$ cat src/design/bounded_retransmit_spool_assert.svh
// assertion macros for the retransmit spool
`ifndef BOUNDED_RETRANSMIT_SPOOL_ASSERT_SVH
`define BOUNDED_RETRANSMIT_SPOOL_ASSERT_SVH

`ifndef ASSERT_OFF
// same-cycle implication, disabled during reset
`define BRS_ASSERT_NOW(label, clk, rst_n, ante, cons) \
  label: assert property (@(posedge clk) disable iff (!rst_n) (ante) |-> (cons)) \
    else $error("spool assertion failed");
// next-cycle implication, disabled during reset
`define BRS_ASSERT_NEXT(label, clk, rst_n, ante, cons) \
  label: assert property (@(posedge clk) disable iff (!rst_n) (ante) |=> (cons)) \
    else $error("spool assertion failed");
`else
`define BRS_ASSERT_NOW(label, clk, rst_n, ante, cons)
`define BRS_ASSERT_NEXT(label, clk, rst_n, ante, cons)
`endif

`endif

$ cat src/design/brs_pkg.sv
`default_nettype none
package brs_pkg;

  localparam int STORE_DEPTH_DEF = 512;
  localparam int SIZE_BITS_DEF   = 16;

  localparam logic [8:0]  RESET_MAX_MSG   = 9'd256;
  localparam logic [31:0] RESET_MAX_BYTES = 32'd1048576;

  typedef enum logic [1:0] {
    OP_APPEND = 2'd0,
    OP_ACK    = 2'd1,
    OP_ROTATE = 2'd2,
    OP_NONE   = 2'd3
  } opcode_t;

  typedef enum logic {
    REG_MAX_MSG   = 1'b0,
    REG_MAX_BYTES = 1'b1
  } cfg_reg_t;

  typedef enum logic [2:0] {
    ST_IDLE,
    ST_SCAN,
    ST_DECIDE,
    ST_ACK,
    ST_EMIT
  } state_t;

  // control broadcast to every cell of the chain
  typedef struct packed {
    logic shift;   // take the right neighbor's entry
    logic load;    // cell at the load index takes the load entry
    logic renum;   // sequence becomes position plus one
  } cell_ctrl_t;

endpackage
`default_nettype wire

$ cat src/design/brs_cell.sv
`default_nettype none
module brs_cell #(
  parameter int IDX       = 0,
  parameter int IDX_W     = 9,
  parameter int SIZE_BITS = 16
) (
  input  wire logic                  clk,
  input  wire brs_pkg::cell_ctrl_t   ctrl,
  input  wire logic [IDX_W-1:0]      load_idx,
  input  wire logic [31:0]           load_seq,
  input  wire logic [SIZE_BITS-1:0]  load_size,
  input  wire logic                  load_crit,
  input  wire logic [31:0]           nbr_seq,
  input  wire logic [SIZE_BITS-1:0]  nbr_size,
  input  wire logic                  nbr_crit,
  output logic      [31:0]           seq_o,
  output logic      [SIZE_BITS-1:0]  size_o,
  output logic                       crit_o
);
  import brs_pkg::*;

  logic [31:0]          seq_r;
  logic [SIZE_BITS-1:0] size_r;
  logic                 crit_r;

  always_ff @(posedge clk) begin
    priority if (ctrl.load && (load_idx == IDX_W'(IDX))) begin
      seq_r  <= load_seq;
      size_r <= load_size;
      crit_r <= load_crit;
    end else if (ctrl.shift) begin
      seq_r  <= nbr_seq;
      size_r <= nbr_size;
      crit_r <= nbr_crit;
    end else if (ctrl.renum) begin
      seq_r <= 32'(IDX + 1);
    end
  end

  assign seq_o  = seq_r;
  assign size_o = size_r;
  assign crit_o = crit_r;

endmodule
`default_nettype wire

$ cat config.mk
export PLATFORM = sky130hd
export DESIGN_NAME = brs_cell
export DESIGN_NICKNAME = d
export VERILOG_FILES = /design/src/design/bounded_retransmit_spool_assert.svh /design/src/design/brs_pkg.sv /design/src/design/brs_cell.sv
export SDC_FILE = /design/constraint.sdc
export NUM_CORES = 1
export LEC_CHECK = 0
export BUFFER_PORTS_ARGS = -buffer_cell sky130_fd_sc_hd__buf_2
export CAP_MARGIN = 10
export CORE_MARGIN = 2
export CORE_UTILIZATION = 40
export DETAILED_ROUTE_END_ITERATION = 10
export HOLD_SLACK_MARGIN = 0.05
export PLACE_DENSITY = 0.74
export SLEW_MARGIN = 20
export SYNTH_ARGS = -nofsm -noshare
export SYNTH_HDL_FRONTEND = slang
export SYNTH_SLANG_ARGS = --single-unit
$ cat constraint.sdc
create_clock -name clk -period 1.8 [get_ports clk]
set_clock_uncertainty 0.05 [all_clocks]
set_input_delay 0.18 -clock clk [delete_from_list [all_inputs] [get_ports clk]]
set_output_delay 0.18 -clock clk [all_outputs]
set_load 0.02 [all_outputs]
==> results.py <==
metrics = {
    "yosys": {
        "synth_top_family_by_area": "multiplexers",
        "yosys.area_share.adder": 0,
        "ys_types": 13,
        "synth-edff-count": 49,
        "syn_inst": 176,
        "ys_ff_latch": 49,
        "syn-cell-area_mm2": 0.00231,
        "synth_xor_area_frac": 0,
        "synth-main-ff-cell": "edfxtp_1",
        "seq_area_frac_synth": 0.637,
        "synth-compound-area-share": 0,
        "avgSynthCellArea_um2": 13.1,
        "synthMuxAreaShare": 0.222,
        "synth_nets": 287,
        "synth_simple_gate_area_share": 0.0726,
        "yosys_warnings": 0,
        "async_flop_share": 0,
    },
    "placed_design": {
        "dp_slack_ps": 95.1,
        "hpwl_um": 4360,
        "place.gp.congestion": 0.705,
        "placed_area_mm2": 0.00328,
        "io_buffer_count": 159,
    },
    "clock_tree": {
        "numClockSinks": 49,
        "post_cts_buffers": 0,
        "ctsResizeCount": 0,
        "cts_buffers": 5,
        "clock_path_buffers": 2,
        "cts_root_buffer": "clkbuf_8",
        "cts_max_level": 2,
        "cts_tree": "built",
        "clk_pin_slew_ps": 90,
        "postCtsHoldBufs": 0,
    },
    "die": {
        "fp.coreArea_mm2": 0.00554,
        "die-area_mm2": 0.00640,
        "die_h_um": 80.0,
        "die_width_um": 80.0,
        "rows": 27,
        "num_io_pins": 160,
        "start_util": 0.417,
    },
    "critical_path": {
        "cp-end-kind": "flip-flop",
        "start_kind": "input port",
        "crit_chain": "buf_2 > nor4_1 > nand3_2 > buf_12 > mux2_1",
        "critical_path_arrival_ps": 1380,
        "slowest_delay_ps": 340,
        "cp_data_required_time_ps": 1800,
        "worstSetupPathType": "input port to flip-flop",
        "worstPathMaxFanout": 22,
        "cp_slowest_cell": "nor4_1",
    },
    "routing": {
        "postRouteAntennaNets": 0,
        "wl_per_cell_um": 12.9,
        "vias_per_cell": 4.47,
        "dr.pass1.iters": 3,
        "drc": 0,
        "wl_um": 5370,
        "initialDrtViolationCount": 34,
        "vias": 1857,
    },
    "timing": {
        "period_needed_ps": 1380,
        "setup_violations": 0,
        "maxSlewHeadroom": 0.782,
        "finalHoldViolCount": 0,
        "worstMarginPinSlew_ps": 324,
        "maxSlewViolCount": 0,
        "setup_tns_ps": 0,
        "rsz0062_at_grt": "false",
        "worst_slack_ps": 423,
        "fmax_mhz": 726,
        "period_share": 0.765,
    },
    "power_and_ir_drop": {
        "p_sw_uw": 649,
        "p_sw_frac": 0.261,
        "p_clk_frac": 0.255,
        "power.leakage_uw": 0.00189,
        "seqPwrFrac": 0.559,
        "internal-power_uw": 1840,
        "power_density_mw_per_mm2": 738,
        "combPwrFrac": 0.186,
        "irDropWorstVdd_v": 0.000319,
    },
    "status": {
        "outcome": "finished clean",
    },
    "layout": {
        "drive_gt1_frac": 0.522,
        "areaGrowthSynthToFinish_pct": 45.9,
        "fin_area_mm2": 0.00337,
        "nets": 453,
        "fillCellCount": 493,
        "n_antenna_cell": 0,
    },
    "global_route": {
        "overflow": 0,
        "antenna_found_initial": 0,
        "grt_max_degree": 25,
        "grt_usage": 0.166,
        "grt_pass1_vias": 1733,
        "grt_pass1_wl_um": 7900,
    },
    "hold_path": {
        "holdPathStages": 2,
        "hold_path_class": "input port to flip-flop",
    },
    "flow_run": {
        "max_cap_viol_count": 0,
    },
}
==> stage by stage <==
step | power, uW | util | hold WS (ps) | cells
after floorplan | 1640 | - | 331 | 176
after global placement | 1880 | 0.591 | 411 | 407
after detailed placement | 1890 | 0.591 | 419 | 407
after CTS | 2510 | 0.608 | 108 | 415
after global routing | 2600 | 0.608 | 97.9 | 415
final | 2490 | 0.608 | 112 | 415
==> routing by layer <==
layer / track usage / vias to the layer above / part of all wire
met5: 0 / - / 0
met4: 0.0559 / 0 / 0.010
met3: 0.0452 / 5 / 0.089
met2: 0.321 / 85 / 0.54
met1: 0.169 / 841 / 0.36
li1: - / 926 / -
==> registers in the layout (all words and copies together), names as in the netlist <==
name / count
seq_o: 32
crit_o: 1
size_o: 16
==> critical path: cells and delay by family <==
family	cells	cell delay [ps]
and+or+nand+nor	2	550
buffers and inverters	2	320
muxes	1	320
==> cell usage in the layout, fill, tap and decap left out, drive strengths merged <==
master and count:
mux2i 31, buf 168, nand2 31, mux2 18, nand3 1, or3b 1
nor4b 1, nor4 1, nand2b 2, inv 31, nor2 1, edfxtp 49
clkinvlp 3, clkbuf 5
==> kinds of logic after synthesis <==
| kind of cell | count (synthesis) |
|---|---|
| DFF | 49 |
| muxes | 49 |
| and+or+nand+nor | 38 |
| buffers and inverters | 40 |
==> power groups by stage <==
| stage | clock network, uW | logic (uW) | registers, uW |
|---|---|---|---|
| after detailed placement | 0 | 469 | 1420 |
| after floorplan | 0 | 88.4 | 1550 |
| after global placement | 0 | 463 | 1410 |
| after global routing | 692 | 505 | 1400 |
| final | 633 | 463 | 1390 |
| after CTS | 651 | 471 | 1390 |
==> worst paths after layout <==
kind | from | end | slack [ps]
hold / removal | nbr_size[13] | size_o[13]$_DFFE_PP_ | 110
setup / recovery | load_idx[3] | size_o[14]$_DFFE_PP_ | 420
==> Yosys cell counts (2+ instances only) <==
cell type / number / area share
nand2_1: 31 / 0.050
inv_1: 31 / 0.050
buf_2: 5 / 0.011
mux2_1: 18 / 0.088
clkbuf_1: 4 / 0.0065
edfxtp_1: 49 / 0.64
mux2i_1: 31 / 0.13
nand2b_1: 2 / 0.0054
==> area by class of cell <==
| cell class | instances | area, um^2 | share of cell area |
|---|---|---|---|
| clock buffer | 5 | 68.8 | 0.0204 |
| clock inverter | 3 | 22.5 | 0.00669 |
| inverter | 31 | 116 | 0.0345 |
| multi-input combinational | 87 | 686 | 0.204 |
| sequential | 49 | 1470 | 0.437 |
| tap | 72 | 90.1 | 0.0267 |
| timing repair buffer | 168 | 913 | 0.271 |
(Power assumes the default switching activity.)
